$ cat src/rtl/core/skrf_pkg.sv
package skrf_pkg;

  localparam int unsigned DataW   = 32;
  localparam int unsigned RawW    = 16;
  localparam int unsigned GainW   = 17;
  localparam int unsigned CfgIdxW = 3;

  // Shared multiplier: innovation magnitude (35 bits) times a 32-bit operand
  localparam int unsigned MulAW = 35;
  localparam int unsigned MulBW = 32;
  localparam int unsigned MulPW = MulAW + MulBW;

  // Gain divider: numerator (p << 16) + den / 2, 33-bit denominator, 17 quotient bits
  localparam int unsigned DenW     = DataW + 1;
  localparam int unsigned DivSteps = GainW;
  localparam int unsigned NumW     = DataW + DivSteps;
  localparam int unsigned DivCntW  = $clog2(DivSteps + 1);

  localparam logic [GainW-1:0] GainOne = GainW'(65536);

  // Register indexes
  localparam logic [CfgIdxW-1:0] CfgProcessNoise     = 3'd0;
  localparam logic [CfgIdxW-1:0] CfgMeasurementNoise = 3'd1;
  localparam logic [CfgIdxW-1:0] CfgAccelScale       = 3'd2;
  localparam logic [CfgIdxW-1:0] CfgAccelBias        = 3'd3;
  localparam logic [CfgIdxW-1:0] CfgImuWeight        = 3'd4;

  // Reset values
  localparam logic [DataW-1:0] RstProcessNoise     = 32'd8192;
  localparam logic [DataW-1:0] RstMeasurementNoise = 32'd52429;
  localparam logic [DataW-1:0] RstAccelScale       = 32'd15390882;
  localparam logic [DataW-1:0] RstAccelBias        = 32'hFFF7_B830;
  localparam logic [DataW-1:0] RstImuWeight        = 32'd4294967;
  localparam logic [DataW-1:0] RstCovariance       = 32'd65536;

endpackage

$ cat src/rtl/core/skrf_mul.sv
module skrf_mul import skrf_pkg::*; (
  input  logic             clk_i,
  input  logic             en_i,
  input  logic [MulAW-1:0] a_i,
  input  logic [MulBW-1:0] b_i,
  output logic [MulPW-1:0] prod_o
);

  logic [MulPW-1:0] prod_q;

  always_ff @(posedge clk_i) begin
    if (en_i) begin
      prod_q <= MulPW'(a_i) * MulPW'(b_i);
    end
  end

  assign prod_o = prod_q;

endmodule

$ cat config.mk
export PLATFORM = sky130hd
export DESIGN_NAME = skrf_mul
export DESIGN_NICKNAME = d
export VERILOG_FILES = /design/src/rtl/core/skrf_pkg.sv /design/src/rtl/core/skrf_mul.sv
export SDC_FILE = /design/constraint.sdc
export NUM_CORES = 2
export LEC_CHECK = 0
export ABC_AREA = 1
export ABC_CLOCK_PERIOD_IN_PS = 8100
export BUFFER_PORTS_ARGS = -buffer_cell sky130_fd_sc_hd__buf_2
export CAP_MARGIN = 25
export CORE_AREA = 4 4 310 312
export CTS_CLUSTER_DIAMETER = 200
export DETAILED_ROUTE_END_ITERATION = 7
export DIE_AREA = 0 0 314 316
export HOLD_SLACK_MARGIN = 0.05
export PLACE_DENSITY = 0.63
export SLEW_MARGIN = 15
export SYNTH_ARGS = -nofsm -noshare
export SYNTH_HDL_FRONTEND = slang
export SYNTH_SLANG_ARGS = --single-unit
$ cat constraint.sdc
create_clock -name clk_i -period 8.1 [get_ports clk_i]
set_input_delay 0.405 -clock clk_i [delete_from_list [all_inputs] [get_ports clk_i]]
set_output_delay 0.405 -clock clk_i [all_outputs]
set_load 0.01 [all_outputs]
==> results.cfg <==
[setup_path]
crit_chain = buf_2, buf_4, nand2_1, fa_1, fa_1, fa_1, fa_1, inv_1, fa_1, fa_1, fa_1, inv_1, fa_1, inv_1, ha_1, nand2_1, nor2_1, nand2_1, o21bai_1, inv_1, nand2_1, xor2_1
crit_slowest_cell = fa_1
startpoint_type = primary input
crit_top_cell = fa_1
cp_max_fo = 27
cp_slowest_stage_delay_ps = 610
arrival_ps = 7600
end_kind = flop
required_ps = 8210
critPathKind = in -> reg

[place]
dp_cells = 6579
port_buffers = 135
gp_congestion = 0.960
pre_cts_ws_ps = 307
hpwl_um = 99100

[floorplan]
core_area_um2 = 93000
start_util = 0.437
die_width_um = 314
die_area_um2 = 99200
die_height_um = 316
rows = 112
pin_count = 136

[clocking]
clk_pin_slew_ps = 70
cts_setup_buffers = 0
cts-root-buf = clkbuf_16
post_cts_resized = 0
cts_hold_buffers = 0
cts_buffers = 9
cts_max_path_buffers = 2
clkSinkCount = 67
cts_tree = built
htree_levels = 3

[sta]
worstMarginPinSlew_ps = 1030
period_share = 0.924
drv_slew = 0
fin_ws_ps = 616
setup_tns_ps = 0
relSlewSlack = 0.316
rsz0062_at_grt = false
finalSetupViolCount = 0
hold_violations = 0
min_period_ps = 7480
timing.fmax_ghz = 0.134

[logic_synthesis]
synth_warnings = 0
avgSynthCellArea_um2 = 7.60
netlist_area_um2 = 40700
synthesis.instances = 5355
syn_nets = 6676
yosys_register_bits = 67
synth_cell_types = 25
yosysSeqAreaShare = 0.0495

[detailed_routing]
routed_via_density = 4.80
dr.pass1.iters = 5
wl_per_cell_um = 17.4
postRouteWirelength_um = 115000
drt_iter0_drc = 1890
drc = 0
vias = 31700
postRouteAntennaNets = 0

[status]
status = finished clean

[finish]
synthToLayoutAreaGrowth_pct = 5.37
n_antenna_cell = 0
fin_cells = 6595
drive_gt1_frac = 0.0451
num-fill-cells = 9432
nets = 6657
largest_reg_flops = 67

[min_path]
min_path_type = in -> reg

[global_route]
grt_max_degree = 68
antenna_found_initial = 3
grt_use_total = 0.239
grt-ovfl-total = 0
grt_pass1_wl_um = 185000
grt_pass1_vias = 33600

[job]
max_cap_viol_count = 0
stage by stage:
stage	instance area, um2	hold WS [ps]	util
floorplan	40700	517	-
global placement	42600	816	0.458
detailed placement	42600	816	0.458
CTS	42900	769	0.461
global route	42900	823	0.461
finish	42900	786	0.461
worst paths after layout:
| path | from | end | slack [ps] | cells after the start |
|---|---|---|---|---|
| setup / recovery | a_i[19] | prod_o[35] | 620 | 22 |
| hold / removal | b_i[0] | prod_o[0] | 790 | 3 |
worst max-delay path: cells and delay by family:
kind,cells,cell delay (ps)
AND/OR/NAND/NOR,5,800
AO/OA/AOI/OAI,1,300
XOR/XNOR,1,330
adder cells (fa/ha/maj),9,4610
buffers and inverters,6,1120
Yosys cell counts:
| library cell | n | area, um2 |
|---|---|---|
| a21oi_1 | 47 | 235 |
| and2_1 | 1 | 6.26 |
| and3_1 | 2 | 12.5 |
| buf_1 | 4 | 15.0 |
| clkbuf_1 | 229 | 860 |
| edfxtp_1 | 67 | 2010 |
| fa_1 | 986 | 19700 |
| ha_1 | 266 | 3330 |
| inv_1 | 1788 | 6710 |
| inv_2 | 1 | 3.75 |
| nand2_1 | 1726 | 6480 |
| nand2_2 | 7 | 43.8 |
| nand3_1 | 53 | 265 |
| nand3_2 | 3 | 30.0 |
| nand4_1 | 9 | 56.3 |
| nor2_1 | 98 | 368 |
| nor2_2 | 10 | 62.6 |
| nor3_1 | 11 | 55.1 |
| nor3_2 | 3 | 30.0 |
| nor4_1 | 1 | 6.26 |
| o211ai_1 | 1 | 7.51 |
| o21ai_0 | 2 | 10.0 |
| o21bai_1 | 4 | 30.0 |
| xnor2_1 | 4 | 35.0 |
| xor2_1 | 32 | 280 |
cell usage in the layout (no fill, tap or decap), types with 10 or more instances in the layout:
cell type,n
nand3_1,53
buf_4,67
nor3_1,11
fa_1,986
buf_2,135
xor2_1,32
nor2_1,98
a21oi_1,47
edfxtp_1,67
inv_1,1788
nor2_2,10
ha_1,266
nand2_1,1726
layer usage:
metal | routed length (um) | global-route usage
met1 | 48100 | 0.317
met2 | 57700 | 0.424
met3 | 6450 | 0.0285
met4 | 2510 | 0.0484
met5 | 13 | 0
cell type report:
type                            instances  area [um2]  area share
Inverter                             1789        6720       0.157
Clock buffer                            9         225     0.00525
Sequential cell                        67        2010      0.0469
Clock inverter                          7        66.3     0.00155
Multi-Input combinational cell       3266       31100       0.725
Tap cell                             1254        1570      0.0366
Timing Repair Buffer                  203        1200      0.0280
logic make-up after synthesis:
group	share of synthesized area
flip-flops	0.0495
AO/OA/AOI/OAI	0.00695
adder cells (fa/ha/maj)	0.567
XOR/XNOR	0.00775
AND/OR/NAND/NOR	0.182
buffers and inverters	0.187
Power is left out: the tool's default activity adds up to more than one toggle a clock period on the data nets, which glitch-free logic cannot reach.
