**src/rtl/core/skrf_pkg.sv**
```systemverilog
package skrf_pkg;

  localparam int unsigned DataW   = 32;
  localparam int unsigned RawW    = 16;
  localparam int unsigned GainW   = 17;
  localparam int unsigned CfgIdxW = 3;

  // Shared multiplier: innovation magnitude (35 bits) times a 32-bit operand
  localparam int unsigned MulAW = 35;
  localparam int unsigned MulBW = 32;
  localparam int unsigned MulPW = MulAW + MulBW;

  // Gain divider: numerator (p << 16) + den / 2, 33-bit denominator, 17 quotient bits
  localparam int unsigned DenW     = DataW + 1;
  localparam int unsigned DivSteps = GainW;
  localparam int unsigned NumW     = DataW + DivSteps;
  localparam int unsigned DivCntW  = $clog2(DivSteps + 1);

  localparam logic [GainW-1:0] GainOne = GainW'(65536);

  // Register indexes
  localparam logic [CfgIdxW-1:0] CfgProcessNoise     = 3'd0;
  localparam logic [CfgIdxW-1:0] CfgMeasurementNoise = 3'd1;
  localparam logic [CfgIdxW-1:0] CfgAccelScale       = 3'd2;
  localparam logic [CfgIdxW-1:0] CfgAccelBias        = 3'd3;
  localparam logic [CfgIdxW-1:0] CfgImuWeight        = 3'd4;

  // Reset values
  localparam logic [DataW-1:0] RstProcessNoise     = 32'd8192;
  localparam logic [DataW-1:0] RstMeasurementNoise = 32'd52429;
  localparam logic [DataW-1:0] RstAccelScale       = 32'd15390882;
  localparam logic [DataW-1:0] RstAccelBias        = 32'hFFF7_B830;
  localparam logic [DataW-1:0] RstImuWeight        = 32'd4294967;
  localparam logic [DataW-1:0] RstCovariance       = 32'd65536;

endpackage

```
**src/rtl/core/skrf_div.sv**
```systemverilog
module skrf_div import skrf_pkg::*; (
  input  logic               clk_i,
  input  logic               rst_ni,
  input  logic               start_i,
  input  logic [NumW-1:0]    num_i,
  input  logic [DenW-1:0]    den_i,
  output logic               done_o,
  output logic [GainW-1:0]   quot_o
);

  // Restoring division, one quotient bit per cycle. Top 32 numerator bits
  // are already below the divisor, so only the low bits are shifted in.
  logic [DenW-1:0]     rem_q, rem_d;
  logic [DivSteps-1:0] low_q;
  logic [GainW-1:0]    quot_q;
  logic [DivCntW-1:0]  cnt_q;
  logic                busy_q, done_q;
  logic [DenW:0]       trial;
  logic                ge;

  always_comb begin
    trial = {rem_q, low_q[DivSteps-1]};
    ge    = (trial >= {1'b0, den_i});
    rem_d = ge ? DenW'(trial - {1'b0, den_i}) : trial[DenW-1:0];
  end

  always_ff @(posedge clk_i or negedge rst_ni) begin
    if (!rst_ni) begin
      busy_q <= 1'b0;
      done_q <= 1'b0;
      cnt_q  <= '0;
    end else if (start_i) begin
      busy_q <= 1'b1;
      done_q <= 1'b0;
      cnt_q  <= DivCntW'(DivSteps);
    end else if (busy_q) begin
      cnt_q <= cnt_q - DivCntW'(1);
      if (cnt_q == DivCntW'(1)) begin
        busy_q <= 1'b0;
        done_q <= 1'b1;
      end
    end
  end

  always_ff @(posedge clk_i) begin
    if (start_i) begin
      rem_q  <= {1'b0, num_i[NumW-1:DivSteps]};
      low_q  <= num_i[DivSteps-1:0];
      quot_q <= '0;
    end else if (busy_q) begin
      rem_q  <= rem_d;
      low_q  <= {low_q[DivSteps-2:0], 1'b0};
      quot_q <= {quot_q[GainW-2:0], ge};
    end
  end

  assign done_o = done_q;
  assign quot_o = quot_q;

endmodule

```
**config.mk**
```make
export PLATFORM = sky130hd
export DESIGN_NAME = skrf_div
export DESIGN_NICKNAME = d
export VERILOG_FILES = /design/src/rtl/core/skrf_pkg.sv /design/src/rtl/core/skrf_div.sv
export SDC_FILE = /design/constraint.sdc
export NUM_CORES = 1
export LEC_CHECK = 0
export BUFFER_PORTS_ARGS = -buffer_cell sky130_fd_sc_hd__clkbuf_2
export CAP_MARGIN = 20
export CORE_ASPECT_RATIO = 0.9
export CORE_MARGIN = 2
export CORE_UTILIZATION = 50
export CTS_BUF_LIST = sky130_fd_sc_hd__clkbuf_8 sky130_fd_sc_hd__clkbuf_16
export DETAILED_ROUTE_END_ITERATION = 16
export GPL_TIMING_DRIVEN = 0
export PLACE_DENSITY = 0.71
export SYNTH_ARGS = -nofsm -noshare
export SYNTH_HDL_FRONTEND = slang
export SYNTH_SLANG_ARGS = --single-unit
```
**constraint.sdc**
```tcl
create_clock -name clk_i -period 7.2 [get_ports clk_i]
set_input_delay 1.08 -clock clk_i [delete_from_list [all_inputs] [get_ports clk_i]]
set_output_delay 1.08 -clock clk_i [all_outputs]
set_load 0.02 [all_outputs]
```
==> results of run 1 <==
## synthesized netlist by cell type (3+ instances only)
cell type  number  share of area
a31oi_1         5         0.0061
nor2b_1         4         0.0049
buf_4           3         0.0044
o31ai_1         3         0.0044
mux2i_1        28          0.054
buf_1           4         0.0029
nor3b_1         3         0.0044
a221o_1         5         0.0097
mux2_2         17          0.037
o21bai_1        4         0.0058
a211oi_1        3         0.0044
a21oi_1        31          0.030
inv_1          44          0.032
dfrtp_1         7          0.034
edfxtp_1       49           0.29
xor2_1         14          0.024
o211ai_1        5         0.0073
a21o_1         12          0.017
clkbuf_1       18          0.013
o21ai_0        18          0.017
nand4_1         6         0.0073
nand2_1        44          0.032
o311ai_0       14          0.024
xnor2_1        17          0.029
nand2b_1        8         0.0097
o21ai_1         3         0.0029
nand3_1        21          0.020
nor2_1         51          0.037
a311oi_1        3         0.0051
o21a_1          7          0.010
and3_1          8         0.0097
ha_1           35          0.085
dfxtp_1        18          0.070
## kinds of logic (layout without fill, tap and decap cells)
group | Yosys count | after routing | share of synthesized area
xor+xnor | 31 | 31 | 0.0527
fa+ha+maj | 36 | 36 | 0.0889
flops | 74 | 74 | 0.390
buf+inv | 72 | 191 | 0.0566
simple gates | 161 | 161 | 0.149
mux | 45 | 45 | 0.0916
compound gates | 127 | 127 | 0.172
## through the flow
step	instance area (µm²)	power (mW)
after global placement	5820	1.99
after floorplan	5150	1.73
after CTS	6150	2.54
final	6150	2.55
after detailed placement	5840	2.04
after global routing	6150	2.73
## metal layers
layer | GRT usage | wire length (µm) | part of all wire
met1 | 0.322 | 5950 | 0.44
met2 | 0.406 | 6380 | 0.47
met3 | 0.0471 | 931 | 0.069
met4 | 0.0990 | 285 | 0.021
met5 | 0 | 0 | 0
## sequential cells by signal, indices dropped and copies added (netlist names)
| register | count |
|---|---|
| quot_o | 17 |
| rem_q | 33 |
| low_q | 17 |
| cnt_q | 5 |
| done_o | 1 |
| busy_q | 1 |
## final cells by class
class | instances | area, µm²
multi-input combinational | 400 | 2850
clock buffer | 9 | 225
inverter | 44 | 165
clock inverter | 7 | 82.6
sequential | 74 | 2010
buffer | 28 | 126
fill | 866 | 3960
tap | 129 | 161
timing repair buffer | 103 | 531
## worst register-to-register path, delay by kind of cell, from the launching register on
kind / cells / cell delay [ns]
adders and majority gates: 2 / 0.57
and+or+nand+nor: 1 / 0.08
AOI/OAI and AO/OA: 8 / 2.30
buffers and inverters: 4 / 0.62
DFF: 1 / 0.37
## power breakdown
part / switching [mW] / internal [mW]
registers: 0.0846 / 0.635
logic: 0.777 / 0.572
clock network: 0.205 / 0.275
total: 1.07 / 1.48
## worst paths after layout
path,endpoint,slack [ns],cells after the start,startpoint
min in group asynchronous,done_o,0.56,1,rst_ni
hold reg to reg,quot_o[16],0.50,2,quot_o[16]
hold / removal,quot_o[16],0.50,2,quot_o[16]
max in group asynchronous,cnt_q[3],6.46,1,rst_ni
setup / recovery,rem_q[20],2.70,15,den_i[0]
setup reg to reg,rem_q[20],3.07,15,low_q[16]
==> impl_results.md, run 1 <==
- Status: finished, final reports clean
- Non-filler cells, final: 794
- Num Clock Sinks: 74
- Reg clk slew, reported paths: 0.07 ns
- Routed len/inst: 17.1 µm
- Crit path time final: 4.50 ns
- Maximum clock insertion buffer count: 2
- TritonRoute pass-1 iters: 5
- Async SR Flop Fraction: 0.0946
- Setup ws final: 2.70 ns
- Crit-path cells: clkbuf_2, ha_1, inv_1, fa_1, a21o_1, a221oi_2, a211oi_1, o21ai_1, o211ai_1, a221o_1, a41oi_2, buf_6, buf_4, nand2_1, a31oi_1
- # DRC: 0
- DIE AREA: 11,100 µm²
- Critical path required time: 7.35 ns
- First-pass GRT wire length: 21,900 µm
- Grt ovf: 0
- Final setup TNS: 0 ns
- Register bit total from synthesis: 74
- Critical Path Max Stage Delay: 0.45 ns
- HPWL Detailed: 9870 µm
- GRT Overall Usage: 0.246
- Critical path capture point type: flop
- Rel. slew slack: 0.478
- Worst min path class: reg2reg
- Final setup violating endpoints: 0
- Core area: 10,100 µm²
- CP Class: in2reg
- Dpl ws: 2.42 ns
- Cells after synthesis: 546
- Startpoint Class: input pin
- Most frequent cells in the layout: 102 x clkbuf_2, 51 x nor2_1, 49 x edfxtp_1, 44 x inv_1, 43 x nand2_1
- Die extent in x: 111 µm
- Vias in the first global route: 4,572
- Die H: 100 µm
- CTS root buf: clkbuf_16
- Unrepaired setup endpoints after global routing: false
- Worst path bufs/invs: 4
- Num CTS Buffers: 9
- Port Buffers: 102
- Final ANT Viol Nets: 0
- CP arrival: 4.64 ns
- Hold Vio Cnt, Final: 0
- Vias: 4,559
- Worst Skew: 0.00853 ns
- Inserted Diodes: 0
- Max Slew Vio Count: 0
- Iter 0 DRT Violations: 267
- Slowest cell on crit path: a41oi_2
- Leakage: 2.89 nW
- Initial Util: 0.509
- Distinct cells, synth: 58
- Clock latency on the worst-skew pair: 0.34 ns
- Final #Nets: 781
- Routed vias/inst: 5.74
- Worst-Margin Slew: 0.777 ns
- CTS H-Tree Depth: 3
- Largest vdd supply drop: 159 µV
- Post-synth EDFFs: 49
- CP top delay family: compound AO/OA/AOI/OAI gates
- Layout area overhead: 19.5%
- Most used DFF post-synth: edfxtp_1
- Initial antenna violation count: 0
- Share of the core filled with cells: 0.608
- Tcrit/Tclk final: 0.625
- Yosys warns: 0
- Avg Inst Size Synth: 9.43 µm²
- Most common cell after layout, fill and taps aside: clkbuf_2
- Seq/Total Area, Yosys: 0.390
- Number of I/O pins: 103
- Post-Route WL: 13,500 µm
- Number of hold buffers added after cts: 0
- CTS tree: yes
- Number of setup buffers added after CTS: 0
- Mapped Area: 5150 µm²
- Post-Syn Nets: 667
- Max Cap Viol: 0
- Inst Count DP: 778
- Max FO, Critical Path: 10
- Worst hold slack: 0.495 ns
- Post_cts resized: 0
- FMAX: 222 MHz
- Largest net degree at the start of global routing: 29
- Power per Cell Area: 414 nW/µm²
- Core Rows: 35
- Layout cells sized above 1: 0.223
- Final GP Congestion: 0.888
Note: power is estimated with default switching activity, not from simulation.
==> run 2: changes to the inputs <==
--- a/config.mk
+++ b/config.mk
@@ -13,7 +13,7 @@
 export CTS_BUF_LIST = sky130_fd_sc_hd__clkbuf_8 sky130_fd_sc_hd__clkbuf_16
 export DETAILED_ROUTE_END_ITERATION = 16
 export GPL_TIMING_DRIVEN = 0
-export PLACE_DENSITY = 0.71
+export PLACE_DENSITY = 0.73
 export SYNTH_ARGS = -nofsm -noshare
 export SYNTH_HDL_FRONTEND = slang
 export SYNTH_SLANG_ARGS = --single-unit
==> constraint.sdc (replaced) <==
create_clock -name clk_i -period 4.1 [get_ports clk_i]
set_input_delay 0.615 -clock clk_i [delete_from_list [all_inputs] [get_ports clk_i]]
set_output_delay 0.615 -clock clk_i [all_outputs]
set_load 0.02 [all_outputs]
==> run 2 against run 1 <==
Compared with the run above: power is 78% higher; sequential share of layout area is 0.20 points lower; die area stayed put; largest cell class unchanged; largest power group unchanged.
==> impl_results.md, run 2 (synthesis results as in run 1) <==
- Clock latency on the worst-skew pair: 0.34 ns (about the same)
- Reg clk slew, reported paths: 0.06 ns (about the same)
- Initial antenna violation count: 0 (unchanged)
- Routed vias/inst: 5.74 (about the same)
- Inst Count DP: 778 (unchanged)
- TritonRoute pass-1 iters: 5 (unchanged)
- Inserted Diodes: 0 (unchanged)
- Number of I/O pins: 103 (unchanged)
- Leakage: 2.91 nW (+0.55%)
- Port Buffers: 102 (unchanged)
- Slowest cell on crit path: a221o_1
- Worst min path class: in2async
- GRT Overall Usage: 0.246 (+0.000427)
- CTS root buf: clkbuf_16
- # DRC: 0 (unchanged)
- Num Clock Sinks: 74 (unchanged)
- Worst R2R Setup Slack: 0.24 ns (-2.83 ns)
- Vias: 4,566 (+0.15%)
- Max FO, Critical Path: 10 (unchanged)
- Hold Vio Cnt, Final: 0 (unchanged)
- Critical path capture point type: flop
- Die H: 100 µm (unchanged)
- Grt ovf: 0 (unchanged)
- Die extent in x: 111 µm (unchanged)
- Layout cells sized above 1: 0.225 (+0.00233)
- Filler cells: 890 (+2.8%)
- Most common cell after layout, fill and taps aside: clkbuf_2
- Core area: 10,100 µm² (unchanged)
- Layout area overhead: 20.2%
- Top reg by flops: rem_q
- DIE AREA: 11,100 µm² (unchanged)
- CTS H-Tree Depth: 3 (unchanged)
- Crit path time final: 3.86 ns
- Vias in the first global route: 4,620 (+1.0%)
- Core Rows: 35 (unchanged)
- Largest vdd supply drop: 335 µV (+110%)
- FMAX: 259 MHz
- Max Slew Vio Count: 0 (unchanged)
- Worst Skew: 0.00465 ns (-0.00388 ns)
- First-pass GRT wire length: 22,000 µm (+0.57%)
- Max Cap Viol: 0 (unchanged)
- Tcrit/Tclk final: 0.942
- Iter 0 DRT Violations: 265 (-0.75%)
- Final GP Congestion: 0.902 (+1.6%)
- Routed len/inst: 16.9 µm (-0.71%)
- Maximum clock insertion buffer count: 2 (unchanged)
- Final Cell Area: 6190 µm² (+0.63%)
- Most used cell, CP: inv_1
- Initial Util: 0.509 (unchanged)
- Final ANT Viol Nets: 0 (unchanged)
- Status: finished, final reports clean
- Largest register FFs: 33 (unchanged)
- Non-filler cells, final: 796 (+0.25%)
- Num CTS Buffers: 9 (unchanged)
- Worst-Margin Slew: 0.723 ns (-0.0537 ns)
- Power per Cell Area: 731 nW/µm² (+77%)
- Critical path required time: 4.24 ns (-3.11 ns)
- Share of the core filled with cells: 0.612 (+0.00384)
- Most frequent cells in the layout: 102 x clkbuf_2, 51 x nor2_1, 49 x edfxtp_1, 44 x inv_1, 43 x nand2_1
- Final setup violating endpoints: 0 (unchanged)
- Rel. slew slack: 0.514 (+0.0361)
- Placed cell areas: 5840 µm² (unchanged)
- Final #Nets: 783 (+0.26%)
- CP Class: reg2reg
- Startpoint Class: flop
- Critical Path Max Stage Delay: 0.44 ns (about the same)
- CTS tree: yes
- Unrepaired setup endpoints after global routing: false
- Post-Route WL: 13,500 µm (-0.46%)
- HPWL Detailed: 9700 µm (-1.7%)
- Largest net degree at the start of global routing: 29 (unchanged)
- Crit-path cells: inv_1, ha_1, inv_1, fa_1, a21o_1, a221oi_4, a211oi_1, o21ai_1, o211ai_1, a221o_1, a41oi_4, buf_6, buf_4, nand2_1, a31oi_1
- CP arrival: 4.00 ns (-0.64 ns)
run 2: path summary, 6_finish.rpt:
kind                                   to      start  depth (start not counted)
worst max register to register  rem_q[20]  low_q[16]                         15
max in group asynchronous          busy_q     rst_ni                          1
min in group clk_i                 done_o     done_o                          2
worst min register to register     done_o     done_o                          2
worst max-delay path            rem_q[20]  low_q[16]                         15
worst min-delay path             cnt_q[1]     rst_ni                          1
run 2: metal layers:
layer | track usage | wire (µm)
met1 | 0.312 | 5870
met2 | 0.417 | 6290
met3 | 0.0537 | 965
met4 | 0.0942 | 360
met5 | 0 | 0
run 2: layout make-up:
cell class,instances,area (µm²),share of cell area
multi-input cells,400,2880,0.465
flip-flops and latches,74,2010,0.324
repair buffers,105,546,0.0881
clock buffers,9,225,0.0364
inverters,44,165,0.0267
well taps,129,161,0.0261
plain buffers,28,126,0.0204
clock inverters,7,83.8,0.0135
run 2: worst max-delay path, delay by kind of cell, from the launching register on:
| kind | cells | cell delay, ns |
|---|---|---|
| adders and majority gates | 2 | 0.56 |
| AOI/OAI and AO/OA | 8 | 2.06 |
| buffers and inverters | 4 | 0.60 |
| and+or+nand+nor | 1 | 0.08 |
| DFF | 1 | 0.36 |
run 2: power by group:
group          total [mW]  switching, mW  internal, mW  leakage [nW]
combinational        2.43           1.40          1.03          2.01
sequential           1.26          0.148          1.12         0.754
clock               0.830          0.346         0.483         0.149
run 2: repair_timing:
action | 4_1_cts | 5_1_grt
hold endpoints to repair | 0 | 0
gates resized for setup | 0 | 2
hold buffers | 0 | 0
setup endpoints to repair | 0 | 31
setup buffers | 0 | 2
run 2: metrics by stage:
step           total power [mW]  TNS, ns  worst slack, ns  hold slack (ns)
2_1_floorplan              3.04        0            0.540            0.319
3_3_place_gp               3.50    -1.66           -0.158            0.458
3_5_place_dp               3.59    -2.98           -0.205            0.464
4_1_cts                    4.44        0           0.0389            0.106
5_1_grt                    4.85        0           0.0211            0.110
6_report                   4.53        0            0.237            0.107
==> run 3: changes to the inputs <==
--- a/config.mk
+++ b/config.mk
@@ -5,15 +5,17 @@
 export SDC_FILE = /design/constraint.sdc
 export NUM_CORES = 1
 export LEC_CHECK = 0
+export ABC_AREA = 1
 export BUFFER_PORTS_ARGS = -buffer_cell sky130_fd_sc_hd__clkbuf_2
 export CAP_MARGIN = 20
-export CORE_ASPECT_RATIO = 0.9
+export CORE_ASPECT_RATIO = 0.8
 export CORE_MARGIN = 2
 export CORE_UTILIZATION = 50
 export CTS_BUF_LIST = sky130_fd_sc_hd__clkbuf_8 sky130_fd_sc_hd__clkbuf_16
 export DETAILED_ROUTE_END_ITERATION = 16
 export GPL_TIMING_DRIVEN = 0
-export PLACE_DENSITY = 0.73
+export PLACE_DENSITY = 0.72
+export RECOVER_POWER = 50
 export SYNTH_ARGS = -nofsm -noshare
 export SYNTH_HDL_FRONTEND = slang
 export SYNTH_SLANG_ARGS = --single-unit
==> run 3 against run 2 <==
Compared with the run above: flip-flop and latch count unchanged; critical path depth down 2; final cell count up 56%; critical path type unchanged.
==> impl_results.md, run 3 <==
- Core Rows: 36 (+2.9%)
- TritonRoute pass-1 iters: 5 (unchanged)
- Final setup violating endpoints: 0 (unchanged)
- Grt ovf: 0 (unchanged)
- CP Class: reg2reg
- Most frequent cells in the layout: 419 x nand2_1, 182 x inv_1, 83 x clkbuf_2, 51 x nand3_1, 49 x edfxtp_1
- Critical path required time: 4.19 ns (-0.05 ns)
- Max Slew Vio Count: 0 (unchanged)
- Compound-Gate Fraction of Synth Area: 0.0419 (-0.130)
- Dpl ws: 1.20 ns (+1.41 ns)
- Top reg by flops: rem_q
- Synth top area cells: nand2_1 25%, edfxtp_1 24%, inv_1 11%
- Worst Skew: 0.00965 ns (+0.00500 ns)
- Maximum clock insertion buffer count: 2 (unchanged)
- DIE AREA: 13,400 µm² (+20%)
- Non-filler cells, final: 1,241 (+56%)
- Worst-Margin Slew: 1.48 ns (+0.755 ns)
- Yosys warns: 0 (unchanged)
- Clock latency on the worst-skew pair: 0.34 ns (about the same)
- Tcrit/Tclk final: 0.651 (-0.292)
- Max Cap Viol: 0 (unchanged)
- Switching share of power: 0.463 (+0.0445)
- HPWL Detailed: 13,600 µm (+40%)
- Post_cts resized: 0 (unchanged)
- Mux cell area share after synthesis: 0 (-0.0916)
- Critical path capture point type: flop
- Cells after synthesis: 972 (+78%)
- Routed len/inst: 13.8 µm (-19%)
- Power per Cell Area: 679 nW/µm² (-7.1%)
- CP arrival: 2.76 ns (-1.24 ns)
- Distinct cells, synth: 33 (-43%)
- Area leader, netlist: nand2_1
- Largest family of logic cells by synthesized area: simple AND/OR/NAND/NOR gates
- Initial Util: 0.511 (+0.00223)
- Final GP Congestion: 0.984 (+9.1%)
- Final #Nets: 1,205 (+54%)
- Final setup TNS: 0 ns (unchanged)
- Worst min path class: in2async
- Initial antenna violation count: 0 (unchanged)
- Rel. slew slack: 0.0142 (-0.499)
- Async SR Flop Fraction: 0.0946 (unchanged)
- Seq. cell area: 2010 µm² (unchanged)
- Crit path time final: 2.67 ns (-1.20 ns)
- Adder-cell share of the synthesized area: 0.0736 (-0.0153)
- Gate power share: 0.582 (+0.044)
- CTS root buf: clkbuf_16
- Mapped Area: 6220 µm² (+21%)
- Leakage: 4.03 nW (+38%)
- Top-count cell post-synth: nand2_1
- Simple-gate share of the synthesized area: 0.409 (+0.261)
- Startpoint Class: flop
- Die extent in x: 129 µm (+16%)
- Unrepaired setup endpoints after global routing: false
- Largest vdd supply drop: 274 µV (-18%)
- Final ANT Viol Nets: 0 (unchanged)
- Number of I/O pins: 103 (unchanged)
- Most used DFF post-synth: edfxtp_1
- Core area: 12,200 µm² (+20%)
- Filler cells: 1,231 (+38%)
- Avg Inst Size Synth: 6.40 µm² (-32%)
- CTS tree: yes
- Num Clock Sinks: 74 (unchanged)
- Post-Route WL: 17,100 µm (+27%)
- Port Buffers: 101 (-0.98%)
- Iter 0 DRT Violations: 547 (+110%)
- Die H: 104 µm (+3.5%)
- CTS H-Tree Depth: 3 (unchanged)
- Most common cell after layout, fill and taps aside: nand2_1
- XOR/XNOR Fraction of Synth Area: 0.0211 (-0.0316)
- Post-synth top area share: 0.253 (-0.0328)
- Max FO, Critical Path: 10 (unchanged)
- P_sw: 2.27 mW (+20%)
- Number of setup buffers added after CTS: 0 (unchanged)
- Vias: 6,179 (+35%)
- Register bit total from synthesis: 74 (unchanged)
- First-pass GRT wire length: 28,100 µm (+28%)
- Post-synth EDFFs: 49 (unchanged)
- Num CTS Buffers: 9 (unchanged)
- Layout cells sized above 1: 0.112 (-0.113)
- Inst Count DP: 1,225 (+57%)
- Seq/Total Area, Yosys: 0.323 (-0.0670)
- Largest register FFs: 33 (unchanged)
- Synth top cells by count: 419 x nand2_1, 181 x inv_1, 51 x nand3_1
- P_int: 2.63 mW (-0.11%)
- Vias in the first global route: 5,758 (+25%)
- Sequential share of power: 0.240 (-0.039)
- Reg clk slew, reported paths: 0.06 ns (about the same)
- Share of the core filled with cells: 0.593 (-0.0192)
- Layout area overhead: 15.9%
- Status: finished, final reports clean
- Hold Vio Cnt, Final: 0 (unchanged)
- Routed vias/inst: 4.98 (-13%)
- FMAX: 375 MHz (+45%)
- Multi-input gate area: 3400 µm² (+18%)
- Inserted Diodes: 0 (unchanged)
- Post-Syn Nets: 1,093 (+64%)
- # DRC: 0 (unchanged)
- Clock power share: 0.179 (-0.004)
- Number of hold buffers added after cts: 0 (unchanged)
- Setup ws final: 1.43 ns (+1.20 ns)
- Largest net degree at the start of global routing: 59 (+100%)
- GRT Overall Usage: 0.266 (+0.0194)
==> run 3: cell count changes after synthesis, moves of 12 or more <==
cell,change
inv_1,+137
o22ai_1,+16
nand3_1,+30
o21ai_0,-13
mux2i_1,-28
mux2_2,-17
xor2_1,-12
nand3b_1,+41
o311ai_0,-14
nand2_1,+375
==> run 3: cells by family (layout without fill, tap and decap cells) <==
family,Yosys count,count (layout)
buf+inv,209,326
flops,74,74
compound gates,47,47
simple gates,591,591
fa+ha+maj,36,36
xor+xnor,15,15
==> run 3: worst paths after layout <==
kind | start | to | slack (ns) | cells past startpoint
setup / recovery | low_q[16] | rem_q[15] | 1.43 | 13
hold / removal | rst_ni | cnt_q[4] | 0.17 | 1
setup reg to reg | low_q[16] | rem_q[15] | 1.43 | 13
hold reg to reg | quot_o[16] | quot_o[16] | 0.47 | 2
max in group asynchronous | rst_ni | busy_q | 3.65 | 1
min in group clk_i | quot_o[16] | quot_o[16] | 0.47 | 2
==> run 3: routing by layer <==
layer	share of wire	GRT usage	up-vias	wire length, µm
li1	-	-	3227	-
met1	0.50	0.400	2753	8490
met2	0.42	0.405	186	7240
met3	0.071	0.0460	13	1220
met4	0.0092	0.0450	0	157
met5	0	0	-	0
==> run 3: area by class of cell <==
type | count | share of cell area
multi-input combinational | 689 | 0.471
sequential | 74 | 0.278
inverter | 186 | 0.0968
timing repair buffer | 101 | 0.0668
clock buffer | 9 | 0.0312
tap | 152 | 0.0264
buffer | 23 | 0.0165
clock inverter | 7 | 0.0128
==> run 3: critical path, stage by stage (launching register included) <==
cell	delay (ns)
edfxtp_1	0.36
inv_1	0.08
ha_1	0.13
inv_1	0.10
fa_1	0.45
nand3_1	0.13
nand3_2	0.15
nand2_1	0.12
nand2_1	0.09
nand3_2	0.17
buf_2	0.29
nand3b_1	0.11
nand3_1	0.17
nand2_1	0.07
==> run 3: metrics by stage <==
step	hold WS (ns)	cell area, µm²	total power [mW]
floorplan	0.319	6220	3.30
global placement	0.446	6910	3.94
detailed placement	0.458	6920	3.98
CTS	0.103	7240	4.86
global route	0.188	7210	5.35
finish	0.166	7210	4.90
==> run 3: power by group through the flow <==
stage	Clock, mW	Sequential [mW]	Combinational, mW
finish	0.874	1.17	2.85
global route	0.913	1.20	3.24
CTS	0.879	1.17	2.81
detailed placement	0	1.19	2.79
global placement	0	1.18	2.76
floorplan	0	1.15	2.14
